## src/rtl/assert_macros.svh

```systemverilog
// Assertion helpers used by diffusion_tensor_2x2.
`ifndef ASSERT_MACROS_SVH
`define ASSERT_MACROS_SVH

// Same-cycle implication, checked out of reset.
`define DTS_ASSERT_IMP(lbl, ante, cons) \
    lbl: assert property (@(posedge aclk) disable iff (!aresetn) (ante) |-> (cons)) \
        else $error("dts assertion failed");

// Next-cycle implication, checked out of reset.
`define DTS_ASSERT_NXT(lbl, ante, cons) \
    lbl: assert property (@(posedge aclk) disable iff (!aresetn) (ante) |=> (cons)) \
        else $error("dts assertion failed");

`endif

```

## src/rtl/dts_pkg.sv

```systemverilog
// ----------------------------------------------------------------------------
// dts_pkg
// Types and fixed constants of the diffusion tensor block.
// ----------------------------------------------------------------------------
package dts_pkg;

    localparam int Q_W         = 33;   // quotient of floor(n*2^32/d), n <= d
    localparam int VAL_W       = 34;   // quotient padded to an even width
    localparam int ROOT_W      = 17;   // isqrt of a 33-bit value
    localparam int SREM_W      = 19;   // isqrt remainder, at most 2*root
    localparam int OUT_W       = 17;
    localparam int HX_W        = 18;
    localparam int CNT_W       = 6;
    localparam int DIV_STEPS   = 33;
    localparam int SQRT_STEPS  = 17;
    localparam logic [HX_W-1:0] ONE_Q16 = 18'h10000;

    typedef enum logic [3:0] {
        ST_IDLE,
        ST_PREP,
        ST_SQU,
        ST_SQB,
        ST_SUMR,
        ST_DIV,
        ST_SQRT,
        ST_MX,
        ST_MY,
        ST_MS,
        ST_FIN,
        ST_DONE
    } state_t;

    typedef enum logic [1:0] {
        JOB_M,
        JOB_R,
        JOB_S
    } job_t;

endpackage

```

## src/rtl/dts_sub.sv

```systemverilog
// ----------------------------------------------------------------------------
// dts_sub
// Shared compare/subtract unit used by the divider and square root steps.
// ----------------------------------------------------------------------------
module dts_sub #(
    parameter int W = 22
) (
    input  logic [W-1:0] a,
    input  logic [W-1:0] b,
    output logic [W-1:0] diff,
    output logic         ge
);

    logic borrow;

    assign {borrow, diff} = {1'b0, a} - {1'b0, b};
    assign ge = !borrow;

endmodule

```

## src/rtl/dts_mul.sv

```systemverilog
// ----------------------------------------------------------------------------
// dts_mul
// Shared unsigned multiplier with registered product.
// ----------------------------------------------------------------------------
module dts_mul #(
    parameter int W = 21
) (
    input  logic           aclk,
    input  logic           en,
    input  logic [W-1:0]   a,
    input  logic [W-1:0]   b,
    output logic [2*W-1:0] p_reg
);

    always_ff @(posedge aclk) begin
        if (en) begin
            p_reg <= a * b;
        end
    end

endmodule

```

## src/rtl/diffusion_tensor_2x2.sv

```systemverilog
// A beat without window_last is added to the sums and the block stays ready for the next beat.
// A window_last beat starts the evaluation: three 33-step divisions and three 17-step
// square roots on one shared subtractor, plus the states PREP to SUMR and MX to DONE.
// When the eigenvector falls back to (1,0) only one division and root run.
// No beat is accepted while a window is evaluated; the output register frees the input side.
// Reset (aresetn low, synchronous): sums clear, sequencer idles, no result pending.
// ----------------------------------------------------------------------------
// diffusion_tensor_2x2
// Structure tensor accumulation and diffusion tensor evaluation for one window
// at a time (one set of sums for all channels), on a shared subtract unit and a shared multiplier.
// ----------------------------------------------------------------------------
`include "assert_macros.svh"

module diffusion_tensor_2x2
    import dts_pkg::*;
#(
    parameter int PIXEL_BITS = 8
) (
    input  logic                    aclk,
    input  logic                    aresetn,
    input  logic                    s_valid,
    output logic                    s_ready,
    input  logic [PIXEL_BITS-1:0]   s_left_pixel,
    input  logic [PIXEL_BITS-1:0]   s_right_pixel,
    input  logic [PIXEL_BITS-1:0]   s_up_pixel,
    input  logic [PIXEL_BITS-1:0]   s_down_pixel,
    input  logic [1:0]              s_channel,
    input  logic                    s_window_last,
    output logic                    m_valid,
    input  logic                    m_ready,
    output logic [1:0]              m_channel_out,
    output logic [OUT_W-1:0]        m_tensor_xx,
    output logic signed [OUT_W-1:0] m_tensor_xy,
    output logic [OUT_W-1:0]        m_tensor_yy
);

    localparam int SQ_W = 2 * PIXEL_BITS + 4;
    localparam int XY_W = 2 * PIXEL_BITS + 5;
    localparam int MW   = XY_W;
    localparam int PW   = 2 * MW;
    localparam int RW   = 2 * XY_W + 1;
    localparam int DW   = RW + 1;
    localparam int TR_W = SQ_W + 2;
    localparam int PP_W = 2 * PIXEL_BITS + 2;

    state_t state_reg, state_next;
    job_t   job_reg, job_next;

    logic [SQ_W-1:0]   gxx_reg, gxx_next, gyy_reg, gyy_next;
    logic [XY_W-1:0]   gxy_reg, gxy_next;
    logic [SQ_W-1:0]   a_reg, a_next, d_reg, d_next;
    logic [XY_W-1:0]   b_reg, b_next;
    logic [SQ_W-1:0]   uabs_reg, uabs_next;
    logic [XY_W-1:0]   babs_reg, babs_next;
    logic              bneg_reg, bneg_next, ge_reg, ge_next, spec_reg, spec_next;
    logic [TR_W-1:0]   tr_reg, tr_next;
    logic [PW-1:0]     usq_reg, usq_next, bsq_reg, bsq_next;
    logic [RW-1:0]     r2_reg, r2_next;
    logic [DW-1:0]     rem_reg, rem_next, dd_reg, dd_next;
    logic [Q_W-1:0]    q_reg, q_next;
    logic [CNT_W-1:0]  cnt_reg, cnt_next;
    logic [VAL_W-1:0]  val_reg, val_next;
    logic [ROOT_W-1:0] root_reg, root_next_step, root_next;
    logic [SREM_W-1:0] srem_reg, srem_next;
    logic [ROOT_W-1:0] mq_reg, mq_next, r_reg, r_next, s_reg, s_next;
    logic [OUT_W-1:0]  xx_reg, xx_next, xy_reg, xy_next, yy_reg, yy_next;
    logic [1:0]        chan_reg, chan_next;

    logic              m_valid_reg, m_valid_next;
    logic [1:0]        m_chan_reg, m_chan_next;
    logic [OUT_W-1:0]  m_xx_reg, m_xx_next, m_xy_reg, m_xy_next, m_yy_reg, m_yy_next;

    // gradient products
    logic signed [PIXEL_BITS:0] dx, dy;
    logic signed [PP_W-1:0]     pxx, pxy, pyy;

    // shared units
    logic [DW-1:0]     sub_a, sub_b, sub_diff, div_cand;
    logic              sub_ge;
    logic [SREM_W+1:0] sq_cand;
    logic [SREM_W-1:0] trial;
    logic              mul_en;
    logic [MW-1:0]     mul_a, mul_b;
    logic [PW-1:0]     p_reg;
    logic [HX_W-1:0]   hx, hy;
    logic [OUT_W-1:0]  smag;
    logic              accept;

    assign dx  = $signed({1'b0, s_right_pixel}) - $signed({1'b0, s_left_pixel});
    assign dy  = $signed({1'b0, s_down_pixel}) - $signed({1'b0, s_up_pixel});
    assign pxx = dx * dx;
    assign pxy = dx * dy;
    assign pyy = dy * dy;

    assign div_cand = (cnt_reg == '0) ? rem_reg : {rem_reg[DW-2:0], 1'b0};
    assign sq_cand  = {srem_reg, val_reg[VAL_W-1 -: 2]};
    assign trial    = {root_reg, 2'b01};
    assign sub_a    = (state_reg == ST_SQRT) ? DW'(sq_cand) : div_cand;
    assign sub_b    = (state_reg == ST_SQRT) ? DW'(trial) : dd_reg;
    assign root_next_step = {root_reg[ROOT_W-2:0], sub_ge};

    assign hx   = ge_reg ? (ONE_Q16 - HX_W'(r_reg)) : (ONE_Q16 + HX_W'(r_reg));
    assign hy   = ge_reg ? (ONE_Q16 + HX_W'(r_reg)) : (ONE_Q16 - HX_W'(r_reg));
    assign smag = p_reg[16 +: OUT_W];

    dts_sub #(.W(DW)) u_sub (
        .a    (sub_a),
        .b    (sub_b),
        .diff (sub_diff),
        .ge   (sub_ge)
    );

    dts_mul #(.W(MW)) u_mul (
        .aclk  (aclk),
        .en    (mul_en),
        .a     (mul_a),
        .b     (mul_b),
        .p_reg (p_reg)
    );

    assign s_ready = (state_reg == ST_IDLE);
    assign accept  = s_valid && s_ready;

    always_ff @(posedge aclk) begin
        if (!aresetn) begin
            state_reg   <= ST_IDLE;
            gxx_reg     <= '0;
            gxy_reg     <= '0;
            gyy_reg     <= '0;
            m_valid_reg <= 1'b0;
        end else begin
            state_reg   <= state_next;
            gxx_reg     <= gxx_next;
            gxy_reg     <= gxy_next;
            gyy_reg     <= gyy_next;
            m_valid_reg <= m_valid_next;
        end
    end

    always_ff @(posedge aclk) begin
        job_reg  <= job_next;
        a_reg    <= a_next;
        d_reg    <= d_next;
        b_reg    <= b_next;
        uabs_reg <= uabs_next;
        babs_reg <= babs_next;
        bneg_reg <= bneg_next;
        ge_reg   <= ge_next;
        spec_reg <= spec_next;
        tr_reg   <= tr_next;
        usq_reg  <= usq_next;
        bsq_reg  <= bsq_next;
        r2_reg   <= r2_next;
        rem_reg  <= rem_next;
        dd_reg   <= dd_next;
        q_reg    <= q_next;
        cnt_reg  <= cnt_next;
        val_reg  <= val_next;
        root_reg <= root_next;
        srem_reg <= srem_next;
        mq_reg   <= mq_next;
        r_reg    <= r_next;
        s_reg    <= s_next;
        xx_reg   <= xx_next;
        xy_reg   <= xy_next;
        yy_reg   <= yy_next;
        chan_reg <= chan_next;
        m_chan_reg <= m_chan_next;
        m_xx_reg   <= m_xx_next;
        m_xy_reg   <= m_xy_next;
        m_yy_reg   <= m_yy_next;
    end

    always_comb begin
        state_next = state_reg;
        job_next   = job_reg;
        gxx_next   = gxx_reg;
        gxy_next   = gxy_reg;
        gyy_next   = gyy_reg;
        a_next     = a_reg;
        d_next     = d_reg;
        b_next     = b_reg;
        uabs_next  = uabs_reg;
        babs_next  = babs_reg;
        bneg_next  = bneg_reg;
        ge_next    = ge_reg;
        spec_next  = spec_reg;
        tr_next    = tr_reg;
        usq_next   = usq_reg;
        bsq_next   = bsq_reg;
        r2_next    = r2_reg;
        rem_next   = rem_reg;
        dd_next    = dd_reg;
        q_next     = q_reg;
        cnt_next   = cnt_reg;
        val_next   = val_reg;
        root_next  = root_reg;
        srem_next  = srem_reg;
        mq_next    = mq_reg;
        r_next     = r_reg;
        s_next     = s_reg;
        xx_next    = xx_reg;
        xy_next    = xy_reg;
        yy_next    = yy_reg;
        chan_next  = chan_reg;
        mul_en     = 1'b0;
        mul_a      = '0;
        mul_b      = '0;
        m_valid_next = m_valid_reg && !m_ready;
        m_chan_next  = m_chan_reg;
        m_xx_next    = m_xx_reg;
        m_xy_next    = m_xy_reg;
        m_yy_next    = m_yy_reg;

        case (state_reg)
            ST_IDLE: begin
                if (accept) begin
                    gxx_next = gxx_reg + SQ_W'(pxx);
                    gxy_next = gxy_reg + XY_W'(pxy);
                    gyy_next = gyy_reg + SQ_W'(pyy);
                    if (s_window_last) begin
                        a_next     = gxx_next;
                        b_next     = gxy_next;
                        d_next     = gyy_next;
                        chan_next  = s_channel;
                        gxx_next   = '0;
                        gxy_next   = '0;
                        gyy_next   = '0;
                        state_next = ST_PREP;
                    end
                end
            end
            ST_PREP: begin
                ge_next    = (a_reg >= d_reg);
                uabs_next  = ge_next ? (a_reg - d_reg) : (d_reg - a_reg);
                bneg_next  = b_reg[XY_W-1];
                // two's complement magnitude; the most negative code maps to itself
                babs_next  = bneg_next ? (XY_W'(0) - b_reg) : b_reg;
                spec_next  = (babs_next == '0) && (a_reg <= d_reg);
                tr_next    = TR_W'(a_reg) + TR_W'(d_reg) + TR_W'(4);
                state_next = ST_SQU;
            end
            ST_SQU: begin
                mul_en     = 1'b1;
                mul_a      = MW'(uabs_reg);
                mul_b      = MW'(uabs_reg);
                state_next = ST_SQB;
            end
            ST_SQB: begin
                usq_next   = p_reg;
                mul_en     = 1'b1;
                mul_a      = babs_reg;
                mul_b      = babs_reg;
                state_next = ST_SUMR;
            end
            ST_SUMR: begin
                bsq_next   = p_reg;
                r2_next    = RW'(usq_reg) + (RW'(p_reg) << 2);
                // first job: 1/sqrt(1 + trace/4), with trace = a + d
                job_next   = JOB_M;
                rem_next   = DW'(4);
                dd_next    = DW'(tr_reg);
                q_next     = '0;
                cnt_next   = '0;
                state_next = ST_DIV;
            end
            ST_DIV: begin
                rem_next = sub_ge ? sub_diff : div_cand;
                q_next   = {q_reg[Q_W-2:0], sub_ge};
                cnt_next = cnt_reg + CNT_W'(1);
                if (cnt_reg == CNT_W'(DIV_STEPS - 1)) begin
                    val_next   = {1'b0, q_next};
                    root_next  = '0;
                    srem_next  = '0;
                    cnt_next   = '0;
                    state_next = ST_SQRT;
                end
            end
            ST_SQRT: begin
                srem_next = sub_ge ? sub_diff[SREM_W-1:0] : sq_cand[SREM_W-1:0];
                root_next = root_next_step;
                val_next  = {val_reg[VAL_W-3:0], 2'b00};
                cnt_next  = cnt_reg + CNT_W'(1);
                if (cnt_reg == CNT_W'(SQRT_STEPS - 1)) begin
                    cnt_next = '0;
                    q_next   = '0;
                    case (job_reg)
                        JOB_M: begin
                            mq_next = root_next_step;
                            if (spec_reg) begin
                                // eigenvector falls back to (1,0)
                                xx_next    = root_next_step;
                                xy_next    = '0;
                                yy_next    = '0;
                                state_next = ST_DONE;
                            end else begin
                                job_next   = JOB_R;
                                rem_next   = DW'(usq_reg);
                                dd_next    = DW'(r2_reg);
                                state_next = ST_DIV;
                            end
                        end
                        JOB_R: begin
                            r_next     = root_next_step;
                            job_next   = JOB_S;
                            rem_next   = DW'(bsq_reg);
                            dd_next    = DW'(r2_reg);
                            state_next = ST_DIV;
                        end
                        default: begin
                            s_next     = root_next_step;
                            state_next = ST_MX;
                        end
                    endcase
                end
            end
            ST_MX: begin
                mul_en     = 1'b1;
                mul_a      = MW'(mq_reg);
                mul_b      = MW'(hx);
                state_next = ST_MY;
            end
            ST_MY: begin
                xx_next    = p_reg[17 +: OUT_W];
                mul_en     = 1'b1;
                mul_a      = MW'(mq_reg);
                mul_b      = MW'(hy);
                state_next = ST_MS;
            end
            ST_MS: begin
                yy_next    = p_reg[17 +: OUT_W];
                mul_en     = 1'b1;
                mul_a      = MW'(mq_reg);
                mul_b      = MW'(s_reg);
                state_next = ST_FIN;
            end
            ST_FIN: begin
                xy_next    = bneg_reg ? smag : (OUT_W'(0) - smag);
                state_next = ST_DONE;
            end
            ST_DONE: begin
                if (!m_valid_reg || m_ready) begin
                    m_valid_next = 1'b1;
                    m_chan_next  = chan_reg;
                    m_xx_next    = xx_reg;
                    m_xy_next    = xy_reg;
                    m_yy_next    = yy_reg;
                    state_next   = ST_IDLE;
                end
            end
            default: begin
                state_next = ST_IDLE;
            end
        endcase
    end

    assign m_valid       = m_valid_reg;
    assign m_channel_out = m_chan_reg;
    assign m_tensor_xx   = m_xx_reg;
    assign m_tensor_xy   = m_xy_reg;
    assign m_tensor_yy   = m_yy_reg;

    `DTS_ASSERT_IMP(a_div_count, state_reg == ST_DIV, cnt_reg < CNT_W'(DIV_STEPS))
    `DTS_ASSERT_NXT(a_sums_cleared, accept && s_window_last, {gxx_reg, gxy_reg, gyy_reg} == '0)
    `DTS_ASSERT_IMP(a_sqrt_rem, state_reg == ST_SQRT, srem_reg <= SREM_W'({root_reg, 1'b0}))
    `DTS_ASSERT_IMP(a_out_from_done, $rose(m_valid_reg), $past(state_reg == ST_DONE))

endmodule
```

## config.mk

```make
export PLATFORM = sky130hd
export DESIGN_NAME = diffusion_tensor_2x2
export DESIGN_NICKNAME = d
export VERILOG_FILES = /design/src/rtl/dts_pkg.sv /design/src/rtl/dts_sub.sv /design/src/rtl/dts_mul.sv /design/src/rtl/diffusion_tensor_2x2.sv
export VERILOG_INCLUDE_DIRS = /design/src /design/src/rtl
export SDC_FILE = /design/constraint.sdc
export NUM_CORES = 2
export LEC_CHECK = 0
export ABC_CLOCK_PERIOD_IN_PS = 9300
export BUFFER_PORTS_ARGS = -buffer_cell sky130_fd_sc_hd__buf_2
export CAP_MARGIN = 25
export CORE_UTILIZATION = 50
export CTS_BUF_LIST = sky130_fd_sc_hd__clkbuf_4
export DETAILED_ROUTE_END_ITERATION = 10
export HOLD_SLACK_MARGIN = 0.12
export PLACE_DENSITY_LB_ADDON = 0.08
export SLEW_MARGIN = 15
export SYNTH_ARGS = -nofsm -noshare
export SYNTH_HDL_FRONTEND = slang
export SYNTH_SLANG_ARGS = --single-unit
export TNS_END_PERCENT = 1
```

## constraint.sdc

```tcl
create_clock -name aclk -period 9.3 [get_ports aclk]
set_input_delay 1.86 -clock aclk [delete_from_list [all_inputs] [get_ports aclk]]
set_output_delay 1.86 -clock aclk [all_outputs]
set_load 0.01 [all_outputs]
```

==> results.md <==
- Status: complete, no violations
- CP Class: reg -> reg
- Reg2reg end: u_mul.p_reg[39]$_DFFE_PN_
- Vias per cell: 5.43
- Worst hold endpoint: m_tensor_yy[0]$_DFFE_PP_
- Htree depth: 4
- Post-synth top cells: nand2_1 (855), inv_1 (830), edfxtp_1 (649)
- Fin Setup TNS: 0 ns
- Relative slew slack: 0.299
- Cell Area, Synth: 60600 um2
- Multiplexer share of the synthesized area: 0.0207
- Initial DRT Pass Iterations: 6
- Clock skew: 0.0735 ns
- Die Height: 350 um
- IO buf count: 93
- Die Wd: 350 um
- Post-Synth Simple-Gate Area: 0.136
- Slowest library cell on the worst path: fa_1
- Die area: 123000 um2
- Compound-cell area share of the yosys netlist: 0.101
- CTS Buf Count: 193
- Leading cell type by number of instances after synthesis: nand2_1
- Final nets: 7603
- Clock Path Buffers: 3
- WL/cell: 20.2 um
- FILL cells: 10700
- CP max stage delay: 0.55 ns
- Detail Route Antenna Nets: 0
- Final Cycle Share: 0.975
- Iter 0 DRT Violations: 3614
- GPL Wtd Cong: 0.936
- Number of synthesized flops with an enable pin: 649
- Tmin final: 9.07 ns
- R2r startpoint: r_reg[6]$_DFFE_PP_
- Yosys cell types: 90
- Initial core utilization: 0.505
- Clock-pin slew on the worst setup and hold paths: 0.06 ns
- Max Cap Violations: 0
- Area contributors post-synth: edfxtp_1 (32%), fa_1 (18%), ha_1 (11%)
- Final Hold Fails: 0
- Worst path most repeated cell: fa_1
- Synth area leader: edfxtp_1
- Pins Over Slew Limit: 0
- Max frequency: 110 MHz
- Post-Synth Adder-Cell Area: 0.288
- Reg2reg setup slack: 0.23 ns
- Initial antenna violation count: 5
- Latest clock arrival within the worst-skew pair: 1.17 ns
- Synth Flop Type: edfxtp_1
- Worst reg2reg path depth: 33
- Root buf cell: clkbuf_4
- Total track usage: 0.278
- DRT Wirelength: 167 mm
- Vias: 44800
- Top Ports: 94
- FFs w/ async S/R, synth: 0
- Syn nets: 7138
- CP Data Required Time: 10.19 ns
- Least-Margin Pin Slew: 1.05 ns
- HP Start: yy_reg[0]$_SDFFCE_PN0P_
- Final Setup Violations: 0
- Clk sinks: 715
- Core footprint: 120000 um2
- Max FFs per register: 44
- Main combinational cell family by area after synthesis: adder cells
- TritonCTS clock tree: done
- Synthesis-to-layout area growth: 12.3%
- Yosys warnings: 0
- Post-Layout Cell Count: 8253
- Post-CTS setup buffer count: 0
- Flops & latches, synth: 715
- Hpwl dp: 130 mm
- Hold Path Class: reg -> reg
- Post-synthesis sequential area ratio: 0.344
- Share of Yosys cell area claimed by the top area cell type: 0.322
- Mean Syn Cell Area: 10.0 um2
- CP Max Fanout: 8
- RSZ-0062 raised after global routing: yes
- Startpoint Class: register
- Synth Instances: 6034
- Cells after DPL: 7916
- Post-route DRC: 0
- Pin count of the biggest net entering global routing: 69
- Vias in the first global route: 45600
- Crit. End Element: register
- Grt ovf: 0
- Post-Synth XOR/XNOR Area: 0.0444
- Global-route wire length before repair: 260 mm
- WHS Path Cells: 0
- CP Data Arrival Time: 9.95 ns
- Share of layout cells above drive strength 1: 0.134
- Rows: 127
-- area by class of cell --
class | count | area (um2) | area share
diodes | 8 | 20.0 | 0.000294
inverters | 836 | 3140 | 0.0462
repair buffers | 495 | 3650 | 0.0536
multi-input cells | 4258 | 35900 | 0.529
clock buffers | 275 | 2060 | 0.0304
well taps | 1612 | 2020 | 0.0297
flip-flops and latches | 715 | 20800 | 0.306
clock inverters | 54 | 352 | 0.00517
-- what timing repair did --
| item | in CTS | in global routing |
|---|---|---|
| gates resized for setup | 0 | 15 |
| endpoints found under the setup margin | 0 | 13 |
| hold buffers | 0 | 0 |
-- kinds of logic (layout without fill, tap and decap cells) --
family                     count (synthesis)  in the layout
AOI/OAI and AO/OA                        932            932
xor gates and xnor gates                 304            304
adders and majority gates               1065           1065
buffers and inverters                   1061           1660
DFF                                      715            715
muxes                                    122            122
other                                      0              8
and+or+nand+nor                         1835           1835
-- stage by stage --
step           hold slack [ns]  cell area (um2)  worst slack [ns]  utilization
2_1_floorplan            0.400            60600            -0.522            -
3_3_place_gp             0.402            65500            -0.577        0.546
3_5_place_dp             0.405            65500            -0.757        0.546
4_1_cts                  0.400            67900            0.0191        0.566
5_1_grt                  0.415            68000           -0.0358        0.567
6_report                 0.415            68000             0.233        0.567
-- metal layers --
metal	track usage	share of wire	wire, um	up-vias
met2	0.434	0.45	74400	1451
met1	0.395	0.46	76700	21900
met5	0	0	0	-
met4	0.0755	0.025	4210	0
met3	0.0534	0.069	11500	236
li1	-	-	-	21200
-- worst max-delay path: cells and delay by family, from the launching register on --
family | cells | cell delay [ns]
buffers and inverters | 5 | 0.48
DFF | 1 | 0.43
and+or+nand+nor | 10 | 2.33
xor gates and xnor gates | 2 | 0.24
adders and majority gates | 8 | 3.81
AOI/OAI and AO/OA | 8 | 1.51
-- how the worst max path moves through the flow --
stage	from	endpoint	slack, ns	cells past startpoint
after floorplan	s_down_pixel[0]	gxy_reg[20]$_SDFFE_PN0P_	-0.52	39
after global placement	s_down_pixel[0]	gxy_reg[20]$_SDFFE_PN0P_	-0.58	39
after detailed placement	s_down_pixel[0]	gyy_reg[19]$_SDFFE_PN0P_	-0.76	40
after CTS	state_reg[0]$_SDFFE_PN0P_	u_mul.p_reg[40]$_DFFE_PN_	0.02	35
after global routing	r_reg[6]$_DFFE_PP_	u_mul.p_reg[39]$_DFFE_PN_	-0.04	34
final	r_reg[6]$_DFFE_PP_	u_mul.p_reg[39]$_DFFE_PN_	0.23	33
-- cell usage in the layout, fill, tap and decap left out, types with 15 or more instances in the layout --
cell type and n:
mux2_2 25, a22oi_1 64, mux2i_1 97, xnor2_1 227, dfxtp_1 65, and2_1 148
buf_2 93, nand3_1 51, clkinv_1 33, ha_1 513, inv_1 830, a21oi_1 282
o21bai_1 40, o31ai_1 16, nand4_1 30, fa_1 552, nand2b_1 41, nor2_1 423
o21ai_0 133, nand2_1 854, a21o_1 114, a31oi_1 21, buf_4 389, o22ai_1 34
nor3_1 54, and3_1 27, edfxtp_1 649, o211ai_1 16, or3_1 23, o21a_1 41
nor2b_1 88, clkbuf_4 275, a21boi_0 17, xor2_1 74, nor4_1 15
Power is not shown: default switching activity piles up to over one toggle a cycle in this logic, so the estimate is an artifact.
